`src/hdl/ptq_pkg.sv`:
```
// ptq_pkg: sizes, entry type, command, result and sequencer codes for the
// priority task queue, plus small width helpers.
// no dependencies; used by priority_task_queue_with_cancel.
`default_nettype none

package ptq_pkg;

	localparam int QUEUE_DEPTH   = 16;
	localparam int PRIORITY_BITS = 8;

	localparam int IDX_W = $clog2(QUEUE_DEPTH);
	localparam int CNT_W = $clog2(QUEUE_DEPTH + 1);

	localparam logic [CNT_W-1:0] CNT_ONE = CNT_W'(1);
	localparam logic [CNT_W-1:0] DEPTH_C = CNT_W'(QUEUE_DEPTH);

	typedef struct packed {
		logic [15:0]              handle;
		logic [15:0]              ident;
		logic [PRIORITY_BITS-1:0] prio;
	} entry_t;

	typedef enum logic [2:0] {
		CMD_ADD        = 3'd0,
		CMD_EXTRACT    = 3'd1,
		CMD_CANCEL     = 3'd2,
		CMD_CANCEL_ALL = 3'd3,
		CMD_FINISH     = 3'd4
	} cmd_t;

	typedef enum logic [2:0] {
		KIND_ACCEPTED    = 3'd0,
		KIND_FULL        = 3'd1,
		KIND_GRANTED     = 3'd2,
		KIND_NONE        = 3'd3,
		KIND_EXIT        = 3'd4,
		KIND_REJECTED    = 3'd5,
		KIND_FINISHED    = 3'd6,
		KIND_CANCEL_DONE = 3'd7
	} kind_t;

	typedef enum logic [2:0] {
		ST_IDLE,
		ST_SCAN,
		ST_SHIFT,
		ST_GRANT,
		ST_COUNT,
		ST_CUR,
		ST_WALK,
		ST_DONE
	} state_t;

	// input priority byte into the stored priority width
	function automatic logic [PRIORITY_BITS-1:0] to_prio(input logic [7:0] p);
		logic [31:0] t;
		t = 32'(p);
		return t[PRIORITY_BITS-1:0];
	endfunction

	// stored priority back to the output byte
	function automatic logic [7:0] from_prio(input logic [PRIORITY_BITS-1:0] p);
		logic [31:0] t;
		t = 32'(p);
		return t[7:0];
	endfunction

	// pending count plus current slot, masked to the output width
	function automatic logic [4:0] qsize(input logic [CNT_W-1:0] cnt, input logic cur);
		logic [31:0] t;
		t = 32'(cnt) + 32'(cur);
		return t[4:0];
	endfunction

endpackage

`default_nettype wire

```
`src/hdl/priority_task_queue_with_cancel.sv`:
```
// priority_task_queue_with_cancel: pending-task store with current slot,
// driven by a small sequencer over one store read port and one compare.
// depends on ptq_pkg.
`default_nettype none

// add, finish, zero-identifier cancel and empty extract answer in the cycle after accept
// extract: a scan of the pending entries, a shift of those behind the best, then the grant
// cancel, cancel-all: count pass, current check, notice pass, then the final word
// output stalls can hold any emitted word; the queue handles one command at a time
// s_tready only with the sequencer idle and the output register free or being emptied
// reset clears pending count, current slot and output valid; the store is never cleared
module priority_task_queue_with_cancel (
	input  wire         clk,
	input  wire         arst_n,
	input  wire         s_tvalid,
	output logic        s_tready,
	input  wire  [39:0] s_tdata,  // task_handle[15:0], task_ident[31:16], task_priority[39:32]
	input  wire  [2:0]  s_tuser,  // cmd[2:0]
	output logic        m_tvalid,
	input  wire         m_tready,
	output logic [47:0] m_tdata,  // out_handle[15:0], out_ident[31:16], out_priority[39:32],
	                              // queue_size[44:40], zero fill [47:45]
	output logic [2:0]  m_tuser,  // kind[2:0]
	output logic        m_tlast   // last word of this command
);

	localparam int IDX_W = ptq_pkg::IDX_W;
	localparam int CNT_W = ptq_pkg::CNT_W;

	// pending store, kept in arrival order, one read and one write a cycle
	ptq_pkg::entry_t pend_q [ptq_pkg::QUEUE_DEPTH];

	ptq_pkg::state_t state_q, state_d;
	logic [CNT_W-1:0] count_q, count_d;
	logic             cur_valid_q, cur_valid_d;
	ptq_pkg::entry_t  cur_q, cur_d;

	// sequencer working registers
	logic [CNT_W-1:0] idx_q, idx_d;
	logic [CNT_W-1:0] w_q, w_d;
	logic [CNT_W-1:0] best_idx_q, best_idx_d;
	ptq_pkg::entry_t  best_q, best_d;
	logic [15:0]      ident_q, ident_d;
	logic             all_q, all_d;
	logic [4:0]       size_q, size_d;

	// output register
	logic             out_valid_q;
	ptq_pkg::kind_t   kind_q;
	ptq_pkg::entry_t  oent_q;
	logic [4:0]       osize_q;
	logic             olast_q;

	// result to load this cycle
	logic             emit;
	ptq_pkg::kind_t   e_kind;
	ptq_pkg::entry_t  e_ent;
	logic [4:0]       e_size;
	logic             e_last;

	// store write port
	logic             wr_en;
	logic [IDX_W-1:0] wr_addr;
	ptq_pkg::entry_t  wr_data;

	logic             out_free;
	logic             accept;
	ptq_pkg::entry_t  in_ent;
	ptq_pkg::entry_t  rd_q;
	logic             rd_match;
	logic             idx_lt;
	logic [CNT_W-1:0] idx_m1;

	assign out_free = !out_valid_q || m_tready;
	assign s_tready = (state_q == ptq_pkg::ST_IDLE) && out_free;
	assign accept   = s_tvalid && s_tready;

	assign in_ent.handle = s_tdata[15:0];
	assign in_ent.ident  = s_tdata[31:16];
	assign in_ent.prio   = ptq_pkg::to_prio(s_tdata[39:32]);

	// rd_q holds the entry at the walk index, read from the store with the next index
	assign rd_match = all_q || (rd_q.ident == ident_q);
	assign idx_lt   = (idx_q < count_q);
	assign idx_m1   = idx_q - ptq_pkg::CNT_ONE;

	always_comb begin
		state_d     = state_q;
		count_d     = count_q;
		cur_valid_d = cur_valid_q;
		cur_d       = cur_q;
		idx_d       = idx_q;
		w_d         = w_q;
		best_idx_d  = best_idx_q;
		best_d      = best_q;
		ident_d     = ident_q;
		all_d       = all_q;
		size_d      = size_q;
		emit        = 1'b0;
		e_kind      = ptq_pkg::KIND_ACCEPTED;
		e_ent       = '0;
		e_size      = size_q;
		e_last      = 1'b1;
		wr_en       = 1'b0;
		wr_addr     = count_q[IDX_W-1:0];
		wr_data     = in_ent;

		case (state_q)
			ptq_pkg::ST_IDLE: begin
				if (accept) begin
					case (ptq_pkg::cmd_t'(s_tuser))
						ptq_pkg::CMD_ADD: begin
							emit = 1'b1;
							if (count_q < ptq_pkg::DEPTH_C) begin
								wr_en   = 1'b1;
								count_d = count_q + ptq_pkg::CNT_ONE;
								e_kind  = ptq_pkg::KIND_ACCEPTED;
								e_size  = ptq_pkg::qsize(count_q + ptq_pkg::CNT_ONE,
									cur_valid_q);
							end else begin
								e_kind = ptq_pkg::KIND_FULL;
								e_size = ptq_pkg::qsize(count_q, cur_valid_q);
							end
						end
						ptq_pkg::CMD_EXTRACT: begin
							if (count_q == '0) begin
								cur_valid_d = 1'b0;
								cur_d       = '0;
								emit        = 1'b1;
								e_kind      = ptq_pkg::KIND_NONE;
								e_size      = 5'd0;
							end else begin
								idx_d   = '0;
								state_d = ptq_pkg::ST_SCAN;
							end
						end
						ptq_pkg::CMD_CANCEL, ptq_pkg::CMD_CANCEL_ALL: begin
							if ((ptq_pkg::cmd_t'(s_tuser) == ptq_pkg::CMD_CANCEL) &&
								(in_ent.ident == 16'd0)) begin
								emit   = 1'b1;
								e_kind = ptq_pkg::KIND_REJECTED;
								e_size = ptq_pkg::qsize(count_q, cur_valid_q);
							end else begin
								ident_d = in_ent.ident;
								all_d   = (ptq_pkg::cmd_t'(s_tuser) == ptq_pkg::CMD_CANCEL_ALL);
								idx_d   = '0;
								w_d     = '0;
								state_d = ptq_pkg::ST_COUNT;
							end
						end
						ptq_pkg::CMD_FINISH: begin
							cur_valid_d = 1'b0;
							cur_d       = '0;
							emit        = 1'b1;
							e_kind      = ptq_pkg::KIND_FINISHED;
							e_size      = ptq_pkg::qsize(count_q, 1'b0);
						end
						default: begin
						end
					endcase
				end
			end
			ptq_pkg::ST_SCAN: begin
				// first entry of strictly higher priority wins, so ties keep the earliest
				if (idx_lt) begin
					if ((idx_q == '0) || (rd_q.prio > best_q.prio)) begin
						best_d     = rd_q;
						best_idx_d = idx_q;
					end
					idx_d = idx_q + ptq_pkg::CNT_ONE;
				end else begin
					idx_d   = best_idx_q + ptq_pkg::CNT_ONE;
					state_d = ptq_pkg::ST_SHIFT;
				end
			end
			ptq_pkg::ST_SHIFT: begin
				if (idx_lt) begin
					wr_en   = 1'b1;
					wr_addr = idx_m1[IDX_W-1:0];
					wr_data = rd_q;
					idx_d   = idx_q + ptq_pkg::CNT_ONE;
				end else begin
					count_d     = count_q - ptq_pkg::CNT_ONE;
					cur_d       = best_q;
					cur_valid_d = 1'b1;
					state_d     = ptq_pkg::ST_GRANT;
				end
			end
			ptq_pkg::ST_GRANT: begin
				if (out_free) begin
					emit    = 1'b1;
					e_kind  = ptq_pkg::KIND_GRANTED;
					e_ent   = cur_q;
					e_size  = ptq_pkg::qsize(count_q, 1'b1);
					state_d = ptq_pkg::ST_IDLE;
				end
			end
			ptq_pkg::ST_COUNT: begin
				// survivors are counted first so every notice carries the final size
				if (idx_lt) begin
					if (!rd_match) begin
						w_d = w_q + ptq_pkg::CNT_ONE;
					end
					idx_d = idx_q + ptq_pkg::CNT_ONE;
				end else begin
					size_d  = ptq_pkg::qsize(w_q, cur_valid_q);
					idx_d   = '0;
					w_d     = '0;
					state_d = ptq_pkg::ST_CUR;
				end
			end
			ptq_pkg::ST_CUR: begin
				if (cur_valid_q && (all_q || (cur_q.ident == ident_q))) begin
					if (out_free) begin
						emit    = 1'b1;
						e_kind  = ptq_pkg::KIND_EXIT;
						e_ent   = cur_q;
						e_last  = 1'b0;
						state_d = ptq_pkg::ST_WALK;
					end
				end else begin
					state_d = ptq_pkg::ST_WALK;
				end
			end
			ptq_pkg::ST_WALK: begin
				// matches leave with a notice, the rest slide down to the write index
				if (idx_lt) begin
					if (rd_match) begin
						if (out_free) begin
							emit   = 1'b1;
							e_kind = ptq_pkg::KIND_EXIT;
							e_ent  = rd_q;
							e_last = 1'b0;
							idx_d  = idx_q + ptq_pkg::CNT_ONE;
						end
					end else begin
						wr_en   = 1'b1;
						wr_addr = w_q[IDX_W-1:0];
						wr_data = rd_q;
						w_d     = w_q + ptq_pkg::CNT_ONE;
						idx_d   = idx_q + ptq_pkg::CNT_ONE;
					end
				end else begin
					count_d = w_q;
					state_d = ptq_pkg::ST_DONE;
				end
			end
			ptq_pkg::ST_DONE: begin
				if (out_free) begin
					emit    = 1'b1;
					e_kind  = ptq_pkg::KIND_CANCEL_DONE;
					state_d = ptq_pkg::ST_IDLE;
				end
			end
			default: begin
				state_d = ptq_pkg::ST_IDLE;
			end
		endcase
	end

	always_ff @(posedge clk or negedge arst_n) begin
		if (!arst_n) begin
			state_q <= ptq_pkg::ST_IDLE;
		end else begin
			state_q <= state_d;
		end
	end

	// control state and current slot
	always_ff @(posedge clk or negedge arst_n) begin
		if (!arst_n) begin
			count_q     <= '0;
			cur_valid_q <= 1'b0;
			cur_q       <= '0;
			out_valid_q <= 1'b0;
		end else begin
			count_q     <= count_d;
			cur_valid_q <= cur_valid_d;
			cur_q       <= cur_d;
			if (emit) begin
				out_valid_q <= 1'b1;
			end else if (m_tready) begin
				out_valid_q <= 1'b0;
			end
		end
	end

	// sequencer payload and output word, no reset needed
	always_ff @(posedge clk) begin
		idx_q      <= idx_d;
		w_q        <= w_d;
		best_idx_q <= best_idx_d;
		best_q     <= best_d;
		ident_q    <= ident_d;
		all_q      <= all_d;
		size_q     <= size_d;
		if (emit) begin
			kind_q  <= e_kind;
			oent_q  <= e_ent;
			osize_q <= e_size;
			olast_q <= e_last;
		end
	end

	// store: writes always land below the next read address during a walk
	always_ff @(posedge clk) begin
		if (wr_en) begin
			pend_q[wr_addr] <= wr_data;
		end
		rd_q <= pend_q[idx_d[IDX_W-1:0]];
	end

	assign m_tvalid = out_valid_q;
	assign m_tdata  = {3'b000, osize_q, ptq_pkg::from_prio(oent_q.prio), oent_q.ident,
		oent_q.handle};
	assign m_tuser  = kind_q;
	assign m_tlast  = olast_q;

	// store never overfills
	a_count_range: assert property (@(posedge clk) disable iff (!arst_n)
		count_q <= ptq_pkg::DEPTH_C)
		else $error("pending count beyond store depth");

	// only exit notices can be non-final words of a command
	a_nonlast_exit: assert property (@(posedge clk) disable iff (!arst_n)
		(m_tvalid && !m_tlast) |-> (m_tuser == ptq_pkg::KIND_EXIT))
		else $error("non-final word that is not an exit notice");

	// a waiting grant always has its task in the current slot
	a_grant_current: assert property (@(posedge clk) disable iff (!arst_n)
		(m_tvalid && (m_tuser == ptq_pkg::KIND_GRANTED)) |-> cur_valid_q)
		else $error("grant shown without a current task");

	// compaction write index never overtakes the read index
	a_walk_order: assert property (@(posedge clk) disable iff (!arst_n)
		(state_q == ptq_pkg::ST_WALK) |-> (w_q <= idx_q))
		else $error("compaction write index ahead of read index");

endmodule

`default_nettype wire
```
`config.mk`:
```
export PLATFORM = sky130hd
export DESIGN_NAME = priority_task_queue_with_cancel
export DESIGN_NICKNAME = d
export VERILOG_FILES = /design/src/hdl/ptq_pkg.sv /design/src/hdl/priority_task_queue_with_cancel.sv
export SDC_FILE = /design/constraint.sdc
export NUM_CORES = 1
export LEC_CHECK = 0
export ABC_CLOCK_PERIOD_IN_PS = 13500
export BUFFER_PORTS_ARGS = -buffer_cell sky130_fd_sc_hd__buf_2
export CAP_MARGIN = 20
export CORE_AREA = 2 2 294 296
export DETAILED_ROUTE_END_ITERATION = 7
export DIE_AREA = 0 0 296 298
export PLACE_DENSITY_LB_ADDON = 0.25
export SLEW_MARGIN = 40
export SYNTH_ARGS = -nofsm -noshare
export SYNTH_HDL_FRONTEND = slang
export SYNTH_SLANG_ARGS = --single-unit
```
`constraint.sdc`:
```
create_clock -name clk -period 13.5 [get_ports clk]
set_input_delay 0.675 -clock clk [delete_from_list [all_inputs] [get_ports clk]]
set_output_delay 0.675 -clock clk [all_outputs]
set_load 0.1 [all_outputs]
```
Word level (Yosys, flattened, before mapping)
Memories as Yosys holds them, arrays and structs flattened. A register that Yosys moved wholly into a read port is not among the register bits.
Index checks and enable logic that the tools add are counted.
- divide/modulo/power cells: 0
- eq/ne operators: 32
- shift-type cells: 0
- magnitude comparators: 3
- multipliers: 0
- mux-type cells: 104
- bitwise operators: 2
- reductions and logical operators: 30
- $add $sub $neg: 10
- operators with widths (operator ; number):
    2-to-1 mux 40 bit ; 11
    case mux 40 bit (2 select lines) ; 3
    2-to-1 mux 5 bit ; 25
    case mux 40 bit (3 select lines) ; 1
    2-to-1 mux 3 bit ; 17
    == test 16 bit ; 2
    case mux 5 bit (3 select lines) ; 2
    adder 5 x 1 -> 5 bit, second input constant ; 5
    2-to-1 mux 1 bit ; 25
    case mux 5 bit (5 select lines) ; 1
    case mux 3 bit (7 select lines) ; 1
    case mux 5 bit (2 select lines) ; 2
    case mux 5 bit (4 select lines) ; 1
    logical NOT 16 bit ; 1
    inequality test 2 bit, second input constant ; 8
    adder 5 x 1 -> 5 bit ; 3
    == test 3 bit, second input constant ; 5
    inequality test 3 bit, second input constant ; 5
    case mux 3 bit (5 select lines) ; 1
    == test 3 x 2 -> 1 bit, second input constant ; 4
    2-to-1 mux 4 bit ; 3
    case mux 3 bit (4 select lines) ; 1
    logical NOT 5 bit ; 2
    AND reduction 10 bit ; 1
    other kinds (29) ; 51
- RAM bits: 640
- bits in read-only memories: 0
- latch bits: 0
- register bits: 176
- memories kept: 1
- output and inout bits: 54
- logic and storage cells: 205
- input bits: 47
- memories (memory ; depth ; width ; read ports ; clocked after Yosys merged registers in ; write ports ; RTL line ; source):
    pend_q ; 16 ; 40 ; 1 ; 1 ; 1 ; priority_task_queue_with_cancel.sv:31 ; ptq_pkg::entry_t pend_q [ptq_pkg::QUEUE_DEPTH];

Longest topological paths before layout
- word-level depth: 8
- gate-level depth with buffers: 20
- gate-level depth less buffers: 16

Worst setup path after synthesis
OpenSTA, ideal clock, no wires.
- path type: register -> register
- start point: reg out_valid_q, in the netlist m_tvalid
- end point: mem pend_q[12][0] (netlist bit) (enable)
- arrival time: 5341 ps
- required time: 13013 ps
- library setup time: 487 ps
- slack: 7672 ps
- clock period less this slack: 5828 ps
- cell stages (with the launch flop): 6
- cell sequence: dfrtp_1 -> nor2b_1 -> nor2_2 -> a31oi_1 -> or3_1 -> nor3_1
- longest elaborated chain between the ends: 8
- RTL lines (item ; RTL line ; source):
    start: declaration ; priority_task_queue_with_cancel.sv:48 ; logic out_valid_q;
    start signal: assignment ; priority_task_queue_with_cancel.sv:275 ; out_valid_q <= 1'b0;
    start signal: assignment ; priority_task_queue_with_cancel.sv:281 ; out_valid_q <= 1'b1;
    start signal: assignment ; priority_task_queue_with_cancel.sv:283 ; out_valid_q <= 1'b0;
    logical NOT 1 bit ; priority_task_queue_with_cancel.sv:74 ; assign out_free = !out_valid_q || m_tready;
    logical OR 1 bit ; priority_task_queue_with_cancel.sv:74 ;
    logical AND 1 bit ; priority_task_queue_with_cancel.sv:75 ; assign s_tready = (state_q == ptq_pkg::ST_IDLE) && out_free;
    named net s_tready ; priority_task_queue_with_cancel.sv:16 ; output logic s_tready,
    logical AND 1 bit ; priority_task_queue_with_cancel.sv:76 ; assign accept = s_tvalid && s_tready;
    2-to-1 mux 1 bit ; priority_task_queue_with_cancel.sv:110 ; if (accept) begin
    case mux 1 bit (3 select lines) ; priority_task_queue_with_cancel.sv:108 ; case (state_q)
    2-to-1 mux 1 bit ; priority_task_queue_with_cancel.sv:307 ; if (wr_en) begin
    2-to-1 mux 1 bit (not written as such) ; priority_task_queue_with_cancel.sv:308 ; pend_q[wr_addr] <= wr_data;
    end: declaration ; priority_task_queue_with_cancel.sv:31 ;
The timed path passes the listed nets, and every way through them passes these cells.

Worst setup path after layout
- start point: reg count_q[2]
- end point: reg, netlist name rd_q[10]
- longest elaborated chain between the ends: 5
- elaborated cells between the ends (all ways): 10
- classes of those cells: order compare (1); mux (8); reduce/logical (1)
- RTL lines (item ; RTL line ; source):
    start: declaration ; priority_task_queue_with_cancel.sv:34 ; logic [CNT_W-1:0] count_q, count_d;
    start signal: assignment ; priority_task_queue_with_cancel.sv:277 ; count_q <= count_d;
    logical NOT 5 bit ; priority_task_queue_with_cancel.sv:126 ; if (count_q == '0) begin
    2-to-1 mux 5 bit ; priority_task_queue_with_cancel.sv:126 ;
    case mux 5 bit (2 select lines) ; priority_task_queue_with_cancel.sv:111 ; case (ptq_pkg::cmd_t'(s_tuser))
    2-to-1 mux 5 bit ; priority_task_queue_with_cancel.sv:110 ;
    case mux 5 bit (5 select lines) (*) ; priority_task_queue_with_cancel.sv:108 ;
Mark *: on every way between the ends. The rest lies on a longest branch, timed or not. The select of a mux whose other input is x is not followed.
A chain may end at the register's enable or synchronous reset.

==> metrics <==
Post-CTS Setup Repair Bufs=0; Die Footprint=88200 µm²; reg2reg setup slack=7.74 ns; Clock Skew=0.0686 ns; maximum VDD drop=0.343 mV; CTS Sinks=856; Internal Power=6.74 mW; cts hold-fix bufs=0; maxcap violations=0; Top Family by Delay on Critical Path=buffers and inverters; Final period util=0.426; Yosys reg bits=856; first-pass GRT wire length=127 mm; vias=18200; fin cells=3270; Core Region=84900 µm²; share of post-route cells with drive strength above 1=0.226; Pwr per Cell Area=284 nW/µm²; vias per cell=5.58; final-report max-slew violation count=0; most used flip-flop cell after synthesis=edfxtp_1; GPL Wtd Cong=0.900; Port Buf Inserts=97; Num CTS Buffers=90; Worst Path Buf+Inv=5; height of the die=298 µm; GRT Util Overall=0.200; Req. time, crit path=14.03 ns; Root Driver=clkbuf_16; cell count after synthesis=1914; DRC viols=0; Syn-to-layout area delta=14.9%; Unique masters post-synth=65; Initial Utilization=0.398; Tightest Pin Transition=0.865 ns; CP Class=reg -> reg; Post-DP HPWL=47.9 mm; commonest non-fill, non-tap cell in the layout=edfxtp_1; ys async rst share=0.0584; Hold Path Class=in -> async; average wire per standard cell=26.8 µm; largest net degree at the start of global routing=72; crit path DAT=6.29 ns; Placed Instances=3100; highest-delay cell along the critical path=buf_6; Synthesis Warnings=0; crit path max fanout=47; post-layout min period=5.76 ns; antenna cells=0; crit start category=flip-flop; initial antenna violation count=4; # IOs=101; CTS clock-pin slew for the worst setup and hold paths=0.06 ns; Rows=107; worst path cell trace=inv_1 > ha_1 > a21o_1 > a31oi_1 > o21ai_2 > clkinv_1 > ha_1 > o32ai_1 > a21o_1 > o31a_1 > o22ai_1 > a21boi_4 > buf_4 > buf_6 > buf_6 > mux4_2 > a22oi_1 > nand2_1; Setup violations, final=0; post-CTS sizing=0; Synth Cell Area=33800 µm²; final antenna-violating net count=0; worst skew pair latency=0.67 ns; final hold vios=0; CTS tree=yes; Routed WL=87.7 mm; post-synthesis sequential area ratio=0.740; switching power total=4.29 mW; Leakage=13.1 nW; fin nets=2126; Die X=296 µm; Reg power frac=0.342; setup_tns=0 ns; RSZ-0062 raised after global routing=false; vias in the first global route=18500; Post-synth EDFFs=762; outcome=completed; most frequent cells in the layout=762 x edfxtp_1, 246 x nand2_1, 160 x mux4_2, 97 x buf_2, 91 x clkbuf_16; max frequency=174 MHz; max incr delay on CP=0.62 ns; combinational power share=0.439; slew margin rel.=0.424; crit path capture type=flip-flop; Avg Inst Size Synth=17.7 µm²; switching share of power=0.389; H-tree depth=3; GR Overflow Total=0; Clock power frac=0.219; router iterations before antenna repair=5; clk buf depth=3; DR iter-0 viols=1966
-- worst paths after layout --
kind,from,cells past startpoint,endpoint
setup / recovery,count_q[2]$_DFFE_PN0P_,18,rd_q[10]$_DFF_P_
hold / removal,arst_n,2,cur_q[35]$_DFFE_PN0P_
setup reg to reg,count_q[2]$_DFFE_PN0P_,18,rd_q[10]$_DFF_P_
hold reg to reg,rd_q[39]$_DFF_P_,0,best_q[39]$_DFFE_PP_
max in group asynchronous,arst_n,2,cur_q[11]$_DFFE_PN0P_
min in group clk,s_tdata[20],1,ident_q[4]$_DFFE_PP_
-- kinds of logic after synthesis --
logic type / count (synthesis) / synth area share
xor gates and xnor gates: 52 / 0.0135
and+or+nand+nor: 384 / 0.0487
adders and majority gates: 31 / 0.0115
AOI/OAI and AO/OA: 283 / 0.0587
muxes: 165 / 0.108
buffers and inverters: 142 / 0.0193
other: 1 / 0.000111
DFF: 856 / 0.740
-- power by group through the flow --
stage | combinational [mW] | clock (mW) | sequential (mW)
after floorplan | 3.23 | 0 | 4.15
after global placement | 4.80 | 0 | 3.82
after detailed placement | 4.88 | 0 | 3.83
after CTS | 4.90 | 2.47 | 3.78
after global routing | 5.23 | 2.57 | 3.81
final | 4.84 | 2.42 | 3.78
-- registers in the layout (all words and copies together) (netlist names), 3 cells and up --
signal / cells
count_q: 5
pend_q: 640
osize_q: 5
w_q: 5
ident_q: 16
rd_q: 40
best_idx_q: 5
state_q: 3
m_tdata: 40
idx_q: 5
m_tuser: 3
best_q: 40
size_q: 5
cur_q: 40
-- worst reg2reg max path, cell delays in order (launching register included) --
cell	delay, ns
dfrtp_1	0.58
inv_1	0.19
ha_1	0.34
a21o_1	0.11
a31oi_1	0.06
o21ai_2	0.36
clkinv_1	0.29
ha_1	0.36
o32ai_1	0.06
a21o_1	0.20
o31a_1	0.10
o22ai_1	0.13
a21boi_4	0.18
buf_4	0.56
buf_6	0.63
buf_6	0.61
mux4_2	0.64
a22oi_1	0.23
nand2_1	0.08
-- cells in the mapped netlist, types with 2 or more instances --
library cell | number | area [µm²]
edfxtp_1 | 762 | 22900
nand2_1 | 246 | 923
mux4_2 | 160 | 3600
a22oi_1 | 89 | 668
clkbuf_1 | 71 | 267
o21ai_0 | 61 | 305
dfrtp_1 | 50 | 1250
dfxtp_1 | 44 | 881
nor2_1 | 43 | 161
a22o_1 | 40 | 350
inv_1 | 33 | 124
ha_1 | 31 | 388
nand3_1 | 30 | 150
a21oi_1 | 28 | 140
xnor2_1 | 27 | 236
xor2_1 | 25 | 219
buf_2 | 18 | 90.1
nor3_1 | 13 | 65.1
o31ai_1 | 12 | 90.1
buf_6 | 11 | 124
nand2b_1 | 10 | 62.6
a21o_1 | 9 | 67.6
nor4_1 | 8 | 50.1
o22ai_1 | 7 | 43.8
a31oi_1 | 6 | 37.5
and3_1 | 5 | 31.3
nand4_1 | 5 | 31.3
nor2b_1 | 5 | 31.3
or3_1 | 5 | 31.3
a221o_1 | 4 | 40.0
buf_1 | 4 | 15.0
buf_4 | 4 | 30.0
mux2i_1 | 4 | 40.0
nand3b_1 | 3 | 22.5
o211ai_1 | 3 | 22.5
o41ai_1 | 3 | 26.3
and2_1 | 2 | 12.5
and3b_1 | 2 | 17.5
o21a_1 | 2 | 15.0
o21ai_1 | 2 | 10.0
o32ai_1 | 2 | 17.5
or4_1 | 2 | 15.0
-- per-layer routing --
layer,track usage,up-vias,routed length (µm)
li1,-,7845,-
met1,0.291,9581,38800
met2,0.307,679,40800
met3,0.0418,124,5990
met4,0.0532,4,2000
met5,0,-,31
-- layout make-up --
class	count	area (µm²)
Tap cell	1144	1430
Sequential cell	856	25000
Clock buffer	130	2540
Clock inverter	40	393
Fill cell	7314	46000
Timing Repair Buffer	148	963
Multi-Input combinational cell	918	8370
Inverter	34	128
-- per-stage QoR --
step / setup WS (ns) / hold WS [ns] / power, mW / instance area (µm²) / utilization
after floorplan: 7.67 / 0.379 / 7.38 / 33800 / -
after global placement: 7.26 / 0.445 / 8.61 / 35800 / 0.421
after detailed placement: 7.37 / 0.440 / 8.71 / 35900 / 0.423
after CTS: 7.39 / 0.131 / 11.1 / 38800 / 0.458
after global routing: 7.16 / 0.159 / 11.6 / 38800 / 0.458
final: 7.74 / 0.137 / 11.0 / 38800 / 0.458
Power figures use the tool's default switching activity.
